File: src/design/dtd_pkg.sv
// Shared types, character codes and constants for the coordinate text parser.
`timescale 1ns / 1ps

package dtd_pkg;

  // Magnitudes never exceed 2^39-1, so 39 bits hold them; the result is 40 bits signed.
  localparam int MAG_W = 39;
  localparam int DEG_W = 40;
  localparam logic [MAG_W-1:0] MAG_MAX = {MAG_W{1'b1}};

  // Character codes the parser reacts to.
  localparam logic [15:0] CH_DIGIT0 = 16'd48;
  localparam logic [15:0] CH_DIGIT9 = 16'd57;
  localparam logic [15:0] CH_DOT    = 16'd46;
  localparam logic [15:0] CH_DEGREE = 16'd176;
  localparam logic [15:0] CH_APOS   = 16'd39;
  localparam logic [15:0] CH_QUOTE  = 16'd34;
  localparam logic [15:0] CH_SOUTH  = 16'd83;
  localparam logic [15:0] CH_WEST   = 16'd87;
  localparam logic [15:0] CH_MINUS  = 16'd45;

  // Reciprocal division: q = floor(x * RECIP / 2^RECIP_SHIFT) is low by at most one.
  localparam int RECIP_SHIFT = 40;
  localparam int RECIP_W     = 35;
  localparam logic [63:0] RECIP_60_FULL   = (64'd1 << RECIP_SHIFT) / 64'd60;
  localparam logic [63:0] RECIP_3600_FULL = (64'd1 << RECIP_SHIFT) / 64'd3600;
  localparam logic [RECIP_W-1:0] RECIP_60   = RECIP_60_FULL[RECIP_W-1:0];
  localparam logic [RECIP_W-1:0] RECIP_3600 = RECIP_3600_FULL[RECIP_W-1:0];
  localparam logic [11:0] DIV_60   = 12'd60;
  localparam logic [11:0] DIV_3600 = 12'd3600;

  // Width of the reciprocal quotient estimate: x * RECIP < 2^74.
  localparam int QEST_W = 34;

  // Kind of mark that closes a number.
  typedef enum logic [1:0] {
    MARK_NONE,
    MARK_DEG,
    MARK_MIN,
    MARK_SEC
  } mark_t;

  // One character's worth of work as it travels down the pipeline.
  typedef struct packed {
    mark_t            kind;
    logic [MAG_W-1:0] mark_val;
    logic [MAG_W-1:0] cur;
    logic             neg;
    logic             last;
  } item_t;

  // Powers of ten up to 10^9.
  function automatic logic [29:0] pow10(input logic [3:0] e);
    logic [29:0] p;
    case (e)
      4'd0:    p = 30'd1;
      4'd1:    p = 30'd10;
      4'd2:    p = 30'd100;
      4'd3:    p = 30'd1000;
      4'd4:    p = 30'd10000;
      4'd5:    p = 30'd100000;
      4'd6:    p = 30'd1000000;
      4'd7:    p = 30'd10000000;
      4'd8:    p = 30'd100000000;
      4'd9:    p = 30'd1000000000;
      default: p = 30'd1;
    endcase
    return p;
  endfunction

endpackage

File: src/design/dtd_if.sv
// Valid/ready channel interfaces for character items and result items.
`timescale 1ns / 1ps

interface dtd_in_if;
  logic        valid;
  logic        ready;
  logic [15:0] char_code;
  logic        last_char;

  modport source (output valid, output char_code, output last_char, input ready);
  modport sink   (input valid, input char_code, input last_char, output ready);
endinterface

interface dtd_out_if;
  logic               valid;
  logic               ready;
  logic signed [39:0] degrees;

  modport source (output valid, output degrees, input ready);
  modport sink   (input valid, input degrees, output ready);
endinterface

File: src/design/dms_text_to_degrees_top.sv
// Coordinate text parser: characters in, signed fixed-point degrees out.
// A final character moves through stages s0 to s4; its result is then registered.
// One character per cycle unless the output stalls; a stage waits only on the next.
// Reset (rst_n low, synchronous) empties the pipeline and clears the string state.
`timescale 1ns / 1ps

module dms_text_to_degrees_top
  import dtd_pkg::*;
#(
  parameter int FRAC_DIGITS = 7
) (
  input  logic      clk,
  input  logic      rst_n,
  dtd_in_if.sink    in_if,
  dtd_out_if.source out_if
);

  localparam logic [3:0]  FRAC_LIM = 4'(FRAC_DIGITS);
  localparam logic [29:0] UNIT     = pow10(FRAC_LIM);

  // Pipeline valid flags and payload.
  logic             s0_v_r, s1_v_r, s2_v_r, s3_v_r, s4_v_r, out_v_r;
  logic [15:0]      s0_char_r;
  logic             s0_last_r;
  item_t            s1_r, s2_r, s3_r, s4_r;
  logic [RECIP_W-1:0] s1_recip;
  logic [37:0]      pp_ll_r;
  logic [36:0]      pp_lh_r, pp_hl_r;
  logic [35:0]      pp_hh_r;
  logic [QEST_W-1:0] qest_r;
  logic [MAG_W-1:0] q_r;
  logic signed [DEG_W-1:0] out_deg_r;

  // String state.
  logic [MAG_W-1:0] cur_r, cur_nxt;
  logic [3:0]       fpos_r, fpos_nxt;
  logic             infrac_r, infrac_nxt;
  logic             neg_r, neg_nxt;
  logic [MAG_W-1:0] sum_r, sum_nxt;

  logic out_free, mv0, mv1, mv2, mv3, mv4;

  // Each stage moves on when the next one is empty or moving itself.
  assign out_free = !out_v_r || out_if.ready;
  assign mv4 = s4_v_r && (!s4_r.last || out_free);
  assign mv3 = s3_v_r && (!s4_v_r || mv4);
  assign mv2 = s2_v_r && (!s3_v_r || mv3);
  assign mv1 = s1_v_r && (!s2_v_r || mv2);
  assign mv0 = s0_v_r && (!s1_v_r || mv1);
  assign in_if.ready = !s0_v_r || mv0;

  assign out_if.valid   = out_v_r;
  assign out_if.degrees = out_deg_r;

  // Character decode and update of the current number.
  logic             is_digit;
  logic [3:0]       digit;
  logic [3:0]       fpos_inc;
  logic [42:0]      cur_x10;
  logic [33:0]      int_add, frac_add;
  logic [43:0]      dig_sum;
  logic [MAG_W-1:0] dig_val;
  mark_t            kind;
  item_t            s1_nxt;

  always_comb begin
    is_digit = s0_char_r inside {[CH_DIGIT0:CH_DIGIT9]};
    digit    = 4'(s0_char_r - CH_DIGIT0);
    fpos_inc = fpos_r + 4'd1;
    cur_x10  = ({4'd0, cur_r} << 3) + ({4'd0, cur_r} << 1);
    int_add  = 34'(UNIT * digit);
    frac_add = 34'(pow10(FRAC_LIM - fpos_inc) * digit);
    if (infrac_r) begin
      dig_sum = {5'd0, cur_r} + {10'd0, frac_add};
    end else begin
      dig_sum = {1'b0, cur_x10} + {10'd0, int_add};
    end
    dig_val = (dig_sum > {5'd0, MAG_MAX}) ? MAG_MAX : dig_sum[MAG_W-1:0];

    case (s0_char_r)
      CH_DEGREE: kind = MARK_DEG;
      CH_APOS:   kind = MARK_MIN;
      CH_QUOTE:  kind = MARK_SEC;
      default:   kind = MARK_NONE;
    endcase

    cur_nxt    = cur_r;
    fpos_nxt   = fpos_r;
    infrac_nxt = infrac_r;
    neg_nxt    = neg_r || (s0_char_r == CH_SOUTH) || (s0_char_r == CH_WEST) ||
                 (s0_char_r == CH_MINUS);
    if (is_digit) begin
      if (!infrac_r) begin
        cur_nxt = dig_val;
      end else if (fpos_r < FRAC_LIM) begin
        cur_nxt  = dig_val;
        fpos_nxt = fpos_inc;
      end
    end else if (s0_char_r == CH_DOT) begin
      fpos_nxt   = 4'd0;
      infrac_nxt = 1'b1;
    end else if (kind != MARK_NONE) begin
      cur_nxt    = '0;
      infrac_nxt = 1'b0;
    end

    s1_nxt.kind     = kind;
    s1_nxt.mark_val = cur_r;
    s1_nxt.cur      = cur_nxt;
    s1_nxt.neg      = neg_nxt;
    s1_nxt.last     = s0_last_r;
  end

  // Reciprocal for the minutes or seconds divide.
  assign s1_recip = (s1_r.kind == MARK_SEC) ? RECIP_3600 : RECIP_60;

  // Quotient correction: the estimate is low by at most one.
  logic [11:0]      div_k;
  logic [45:0]      qd;
  logic [MAG_W:0]   rem;
  logic [MAG_W-1:0] q_nxt;
  logic [73:0]      prod_sum;

  always_comb begin
    prod_sum = {36'd0, pp_ll_r} + ({37'd0, pp_lh_r} << 18) + ({37'd0, pp_hl_r} << 20) +
               ({38'd0, pp_hh_r} << 38);
    div_k = (s3_r.kind == MARK_SEC) ? DIV_3600 : DIV_60;
    qd    = 46'(qest_r * div_k);
    rem   = {1'b0, s3_r.mark_val} - qd[MAG_W:0];
    case (s3_r.kind)
      MARK_DEG:          q_nxt = s3_r.mark_val;
      MARK_MIN, MARK_SEC: begin
        q_nxt = MAG_W'(qest_r) + ((rem >= {28'd0, div_k}) ? 39'd1 : 39'd0);
      end
      default:           q_nxt = '0;
    endcase
  end

  // Saturating accumulation and the end-of-string result.
  logic [MAG_W:0]   acc;
  logic [MAG_W-1:0] acc_sat;
  logic [MAG_W-1:0] mag;
  logic [DEG_W-1:0] mag_ext;

  always_comb begin
    acc     = {1'b0, sum_r} + {1'b0, q_r};
    acc_sat = acc[MAG_W] ? MAG_MAX : acc[MAG_W-1:0];
    mag     = (acc_sat == '0) ? s4_r.cur : acc_sat;
    mag_ext = {1'b0, mag};
    sum_nxt = s4_r.last ? '0 : acc_sat;
  end

  // Control state: valid flags and the string state.
  always_ff @(posedge clk) begin
    if (!rst_n) begin
      s0_v_r   <= 1'b0;
      s1_v_r   <= 1'b0;
      s2_v_r   <= 1'b0;
      s3_v_r   <= 1'b0;
      s4_v_r   <= 1'b0;
      out_v_r  <= 1'b0;
      cur_r    <= '0;
      fpos_r   <= '0;
      infrac_r <= 1'b0;
      neg_r    <= 1'b0;
      sum_r    <= '0;
    end else begin
      if (in_if.ready) s0_v_r <= in_if.valid;
      if (!s1_v_r || mv1) s1_v_r <= mv0;
      if (!s2_v_r || mv2) s2_v_r <= mv1;
      if (!s3_v_r || mv3) s3_v_r <= mv2;
      if (!s4_v_r || mv4) s4_v_r <= mv3;
      if (out_free) out_v_r <= mv4 && s4_r.last;
      if (mv0) begin
        if (s0_last_r) begin
          cur_r    <= '0;
          fpos_r   <= '0;
          infrac_r <= 1'b0;
          neg_r    <= 1'b0;
        end else begin
          cur_r    <= cur_nxt;
          fpos_r   <= fpos_nxt;
          infrac_r <= infrac_nxt;
          neg_r    <= neg_nxt;
        end
      end
      if (mv4) sum_r <= sum_nxt;
    end
  end

  // Payload registers.
  always_ff @(posedge clk) begin
    if (in_if.ready) begin
      s0_char_r <= in_if.char_code;
      s0_last_r <= in_if.last_char;
    end
    if (mv0) s1_r <= s1_nxt;
    if (mv1) begin
      s2_r    <= s1_r;
      pp_ll_r <= 38'(s1_r.mark_val[19:0] * s1_recip[17:0]);
      pp_lh_r <= 37'(s1_r.mark_val[19:0] * s1_recip[34:18]);
      pp_hl_r <= 37'(s1_r.mark_val[38:20] * s1_recip[17:0]);
      pp_hh_r <= 36'(s1_r.mark_val[38:20] * s1_recip[34:18]);
    end
    if (mv2) begin
      s3_r   <= s2_r;
      qest_r <= prod_sum[73:RECIP_SHIFT];
    end
    if (mv3) begin
      s4_r <= s3_r;
      q_r  <= q_nxt;
    end
    if (mv4 && s4_r.last) begin
      out_deg_r <= s4_r.neg ? -$signed(mag_ext) : $signed(mag_ext);
    end
  end

endmodule

File: src/flat_wrapper.sv
// flat-port wrapper written by rule: the top's interface ports become plain ports
module dms_text_to_degrees_top_flat import dtd_pkg::*;
#(
  parameter int FRAC_DIGITS = 7
)
  (clk, rst_n, in_if_valid, in_if_char_code, in_if_last_char, in_if_ready, out_if_valid, out_if_degrees, out_if_ready);
  dtd_in_if in_if_i ();
  dtd_out_if out_if_i ();
  input  logic clk;
  input  logic rst_n;
  input wire logic [$bits(in_if_i.valid)-1:0] in_if_valid;
  input wire logic [$bits(in_if_i.char_code)-1:0] in_if_char_code;
  input wire logic [$bits(in_if_i.last_char)-1:0] in_if_last_char;
  output wire logic [$bits(in_if_i.ready)-1:0] in_if_ready;
  output wire logic [$bits(out_if_i.valid)-1:0] out_if_valid;
  output wire logic [$bits(out_if_i.degrees)-1:0] out_if_degrees;
  input wire logic [$bits(out_if_i.ready)-1:0] out_if_ready;
  assign in_if_i.valid = in_if_valid;
  assign in_if_i.char_code = in_if_char_code;
  assign in_if_i.last_char = in_if_last_char;
  assign in_if_ready = in_if_i.ready;
  assign out_if_valid = out_if_i.valid;
  assign out_if_degrees = out_if_i.degrees;
  assign out_if_i.ready = out_if_ready;
  dms_text_to_degrees_top #(.FRAC_DIGITS(FRAC_DIGITS)) u_core (.clk(clk), .rst_n(rst_n), .in_if(in_if_i), .out_if(out_if_i));
endmodule
File: config.mk
export PLATFORM = sky130hd
export DESIGN_NAME = dms_text_to_degrees_top_flat
export DESIGN_NICKNAME = d
export VERILOG_FILES = /design/src/design/dtd_pkg.sv /design/src/design/dtd_if.sv /design/src/design/dms_text_to_degrees_top.sv /design/src/flat_wrapper.sv
export SDC_FILE = /design/constraint.sdc
export NUM_CORES = 2
export LEC_CHECK = 0
export BUFFER_PORTS_ARGS = -buffer_cell sky130_fd_sc_hd__buf_4
export CORE_MARGIN = 1
export CORE_UTILIZATION = 35
export CTS_CLUSTER_SIZE = 12
export DETAILED_ROUTE_END_ITERATION = 12
export GPL_TIMING_DRIVEN = 0
export PLACE_DENSITY = 0.55
export SYNTH_ARGS = -nofsm -noshare
export SYNTH_HDL_FRONTEND = slang
export SYNTH_SLANG_ARGS = --single-unit
File: constraint.sdc
create_clock -name clk -period 42.6 [get_ports clk]
set_input_delay 6.39 -clock clk [delete_from_list [all_inputs] [get_ports clk]]
set_output_delay 6.39 -clock clk [all_outputs]
set_load 0.02 [all_outputs]
==> reports/qor_table.md <==
| Stage | Item | Value |
| --- | --- | --- |
| setup path | Kind of cell adding the most delay to the critical path | simple AND/OR/NAND/NOR gates |
| floorplanning | I/O pin count | 63 |
| yosys | Fraction of the mapped netlist area in simple logic gates | 0.0975 |
| clocking | Cts hold-fix bufs | 0 |
| setup path | CP Class | in -> out |
| setup path | Required time of the critical path | 36.21 ns |
| global routing | Antenna violations before repair | 12 |
| finish | Nets | 9,081 |
| timing | Hold violation count in the final report | 0 |
| yosys | Syn Std Cell Area | 0.0698 sq mm |
| yosys | Number of unique standard cell types used by synthesis | 94 |
| power and ir drop | Power density over cell area | 34.1 mW/mm^2 |
| yosys | Sequential-to-total area share from yosys stat | 0.258 |
| clocking | Resized Gates After CTS | 0 |
| clocking | Post-CTS clock slew at the launch and capture registers of the worst setup and hold paths | 0.06 ns |
| global routing | Vias in the first global route | 51.3k |
| global routing | Remaining Overflow, GRT | 0 |
| placement | Placed wire-length estimate after detailed placement | 167,000 um |
| route | Number of iterations in the first detailed-routing pass | 7 |
| yosys | Count of synthesis-stage warnings from yosys | 0 |
| power and ir drop | IR drop worst, VDD | 0.0436 mV |
| yosys | Cell taking the most area after synthesis | sky130_fd_sc_hd__edfxtp_1 |
| power and ir drop | Sequential fraction of design power | 0.286 |
| clocking | Worst-Skew Late Latency | 0.73 ns |
| yosys | Mux share of post-synthesis cell area | 0.00481 |
| yosys | Async set or reset register ratio after synthesis | 0 |
| finish | Fraction of layout cells with a size suffix above 1 | 0.0349 |
| setup path | Element type at the critical path end | output pin |
| setup path | Data arrival time of the worst path | 8.74 ns |
| setup path | Chain of cells forming the critical path | buf_4 > nor2b_1 > and3_1 > and2_1 > and3_1 > nand2_1 > buf_4 |
| yosys | Biggest area contributors in the synthesized netlist | sky130_fd_sc_hd__edfxtp_1 23%, sky130_fd_sc_hd__fa_1 20%, sky130_fd_sc_hd__ha_1 20%, sky130_fd_sc_hd__inv_1 8.3%, sky130_fd_sc_hd__xnor2_1 3.0% |
| timing | Setup repair after global routing missed its margin | false |
| placement | Instance area at placement | 0.0741 sq mm |
| route | First-iteration detailed-routing DRC count | 3,452 |
| yosys | Most common cell in the synthesized netlist | sky130_fd_sc_hd__inv_1 |
| yosys | Combinational family with the most area after synthesis | adder cells |
| yosys | Commonest cells in the netlist | 1,545 x sky130_fd_sc_hd__inv_1, 1,088 x sky130_fd_sc_hd__ha_1, 710 x sky130_fd_sc_hd__fa_1, 539 x sky130_fd_sc_hd__edfxtp_1, 478 x sky130_fd_sc_hd__nand2_1 |
| setup path | Slowest library cell on the worst path | sky130_fd_sc_hd__nand2_1 |
| yosys | Mapped Avg Cell Area | 9.87 sq um |
| route | WL final | 200,000 um |
| floorplanning | Horizontal die dimension | 449 um |
| timing | Summed negative setup slack over all endpoints | 0 ns |
| finish | Area growth syn-to-layout | 9.89% |
| finish | Number of inserted filler cells in the final layout | 19.7k |
| global routing | Global-route wire length before repair | 308,000 um |
| clocking | TritonCTS Buffers | 78 |
| worst hold path | Kind of path behind the tightest hold check | reg -> reg |
| flow run | Max Cap Viol | 0 |
| clocking | CTS tree | built |
| placement | Last weighted congestion value of the routability-driven placer | 0.931 |
| global routing | Largest net degree at the start of global routing | 73 |
| setup path | Crit path buf inv count | 2 |
| power and ir drop | P_leak | 37.2 nW |
| yosys | Compound-Gate Fraction of Synth Area | 0.102 |
| finish | Post-route cell area | 0.0767 sq mm |
| timing | Maximum operating frequency | 66.1 MHz |
| finish | Combined flip-flop and latch cell area | 0.0180 sq mm |
| status | Result of the run | finished clean |
| power and ir drop | Reported net switching power | 0.00101 W |
| timing | Final slew viol count | 0 |
| clocking | Root Buffer | sky130_fd_sc_hd__clkbuf_16 |
| timing | Transition time at the pin with the least slew margin | 1.38 ns |
| power and ir drop | Switching Fraction | 0.386 |
| route | Antenna-violating nets left | 0 |
| placement | Count of input and output buffers | 62 |
| finish | Footprint of the multi-input gates | 0.0455 sq mm |
| floorplanning | Core outline area | 0.198 sq mm |
| yosys | Fraction of synthesized cell area in xor and xnor cells | 0.0454 |
| clocking | Sinks on the clock net | 629 |
| setup path | Worst path max stage delay | 0.56 ns |
| yosys | Area share of the largest cell type after synthesis | 0.232 |
| power and ir drop | Internal power contribution | 0.00161 W |
| clocking | Clock Tree Buf Depth | 3 |
| setup path | Maximum fanout along the worst path | 18 |
| timing | Final min period | 15.13 ns |
| clocking | Number of H-tree branching levels | 3 |
| power and ir drop | Clock share of power | 0.261 |
| yosys | Number of standard cells after synthesis | 7,067 |
| global routing | Combined global-route utilization of all metal layers | 0.199 |
| timing | Period utilisation layout | 0.355 |
| yosys | Post-synthesis share of cell area spent on full adders, half adders and majority gates | 0.399 |
| timing | Final setup skew | 0.0708 ns |
| route | Via Count | 50.2k |
| route | Routed len/inst | 20.0 um |
| clocking | Number of buffers inserted by post-CTS setup repair | 0 |
| yosys | Number of enable flip-flop cells after synthesis | 539 |
| setup path | Critical Path Start Type | primary input |
| floorplanning | Number of cell rows | 163 |
| power and ir drop | Fraction of power consumed by combinational cells | 0.452 |
| timing | Remaining max-slew budget at the tightest pin | 0.0676 |
| yosys | Ys flop type | sky130_fd_sc_hd__edfxtp_1 |
| yosys | Seq cells post-synth | 629 |
| route | DRC viols | 0 |
| route | Via count normalized by instance count | 5.03 |
| floorplanning | Die Y | 449 um |
| floorplanning | Initial core utilization | 0.353 |
| timing | Count of final setup violators | 0 |
| floorplanning | Floorplan die area | 0.201 sq mm |
registers in the layout (all words and copies together), names as in the netlist, 16 cells and up:
signal and cells:
u_core.cur_r 39, u_core.s3_r 82, u_core.qest_r 34, u_core.out_if.degrees 40, u_core.s4_r 41, u_core.sum_r 39, u_core.s0_char_r 16, u_core.pp_hh_r 36
u_core.q_r 39, u_core.pp_ll_r 19, u_core.pp_hl_r 34, u_core.s1_r 82, u_core.pp_lh_r 37, u_core.s2_r 78
kinds of logic after synthesis:
logic type                 after synthesis
xor gates and xnor gates               362
DFF                                    629
and+or+nand+nor                       1414
muxes                                   33
buffers and inverters                 1731
AOI/OAI and AO/OA                     1098
other                                    2
adders and majority gates             1798
cells in the final DEF, fill, tap and decap left out, drive strengths merged, types with 26 or more instances in the layout:
cell	netlist	final
a21oi	294	294
fa	710	710
o21bai	46	46
or2	27	27
xnor2	241	241
nor3	113	113
nand2b	68	68
inv	1546	1552
and3	42	42
a31oi	48	48
xor2	121	121
a22oi	32	32
o31ai	26	26
and2	63	63
nand4	32	32
dfxtp	90	90
nor2	265	265
a211oi	30	30
edfxtp	539	539
o21a	45	45
mux2i	29	29
nor2b	70	70
nand2	478	478
buf	18	95
clkinv	2	37
ha	1088	1088
o21ai	237	237
nor4	35	35
a21o	106	106
a22o	65	65
nand3	141	141
clkbuf	165	259
conb	2	40
power groups by stage:
| stage | Sequential, W | Clock (W) | Combinational, W |
|---|---|---|---|
| global placement | 0.000770 | 0 | 0.00116 |
| global route | 0.000751 | 0.000725 | 0.00134 |
| floorplan | 0.000753 | 0 | 0.000881 |
| finish | 0.000749 | 0.000683 | 0.00118 |
| detailed placement | 0.000762 | 0 | 0.00117 |
| CTS | 0.000750 | 0.000702 | 0.00118 |
metal layers:
| layer | vias up | wire [um] | GRT usage |
|---|---|---|---|
| met5 | - | 0 | 0 |
| met4 | 0 | 5210 | 0.0546 |
| met3 | 232 | 9590 | 0.0213 |
| met2 | 1238 | 90100 | 0.317 |
| met1 | 24900 | 94600 | 0.284 |
| li1 | 23800 | - | - |
layout make-up:
class	instances	area share
timing repair buffer	77	0.0103
clock buffer	94	0.0265
tap	2640	0.0431
inverter	1548	0.0758
antenna	4	0.000131
buffer	183	0.00917
sequential	629	0.235
clock inverter	51	0.00772
multi-input combinational	4745	0.593
path summary, 6_finish.rpt:
check | from | to | slack, ns | cells after the start
max | out_if_ready | in_if_ready | 27.47 | 7
min | u_core.s2_r[27]$_DFFE_PP_ | u_core.s3_r[27]$_DFFE_PP_ | 0.38 | 0
min reg2reg | u_core.s2_r[27]$_DFFE_PP_ | u_core.s3_r[27]$_DFFE_PP_ | 0.38 | 0
max reg2reg | u_core.s3_r[81]$_DFFE_PP_ | u_core.q_r[32]$_SDFFCE_PN0P_ | 29.22 | 48
per-stage QoR:
step / hold WS (ns) / std cells / total power [W] / worst slack [ns] / util
3_3_place_gp: 0.401 / 9807 / 0.00193 / 10.64 / 0.373
6_report: 0.383 / 9971 / 0.00262 / 27.47 / 0.388
4_1_cts: 0.390 / 9967 / 0.00264 / 27.35 / 0.388
5_1_grt: 0.399 / 9968 / 0.00282 / 27.24 / 0.388
3_5_place_dp: 0.405 / 9822 / 0.00194 / 27.37 / 0.375
2_1_floorplan: 0.400 / 7105 / 0.00163 / 19.98 / -
No activity file was read; power rests on OpenSTA's default activity.
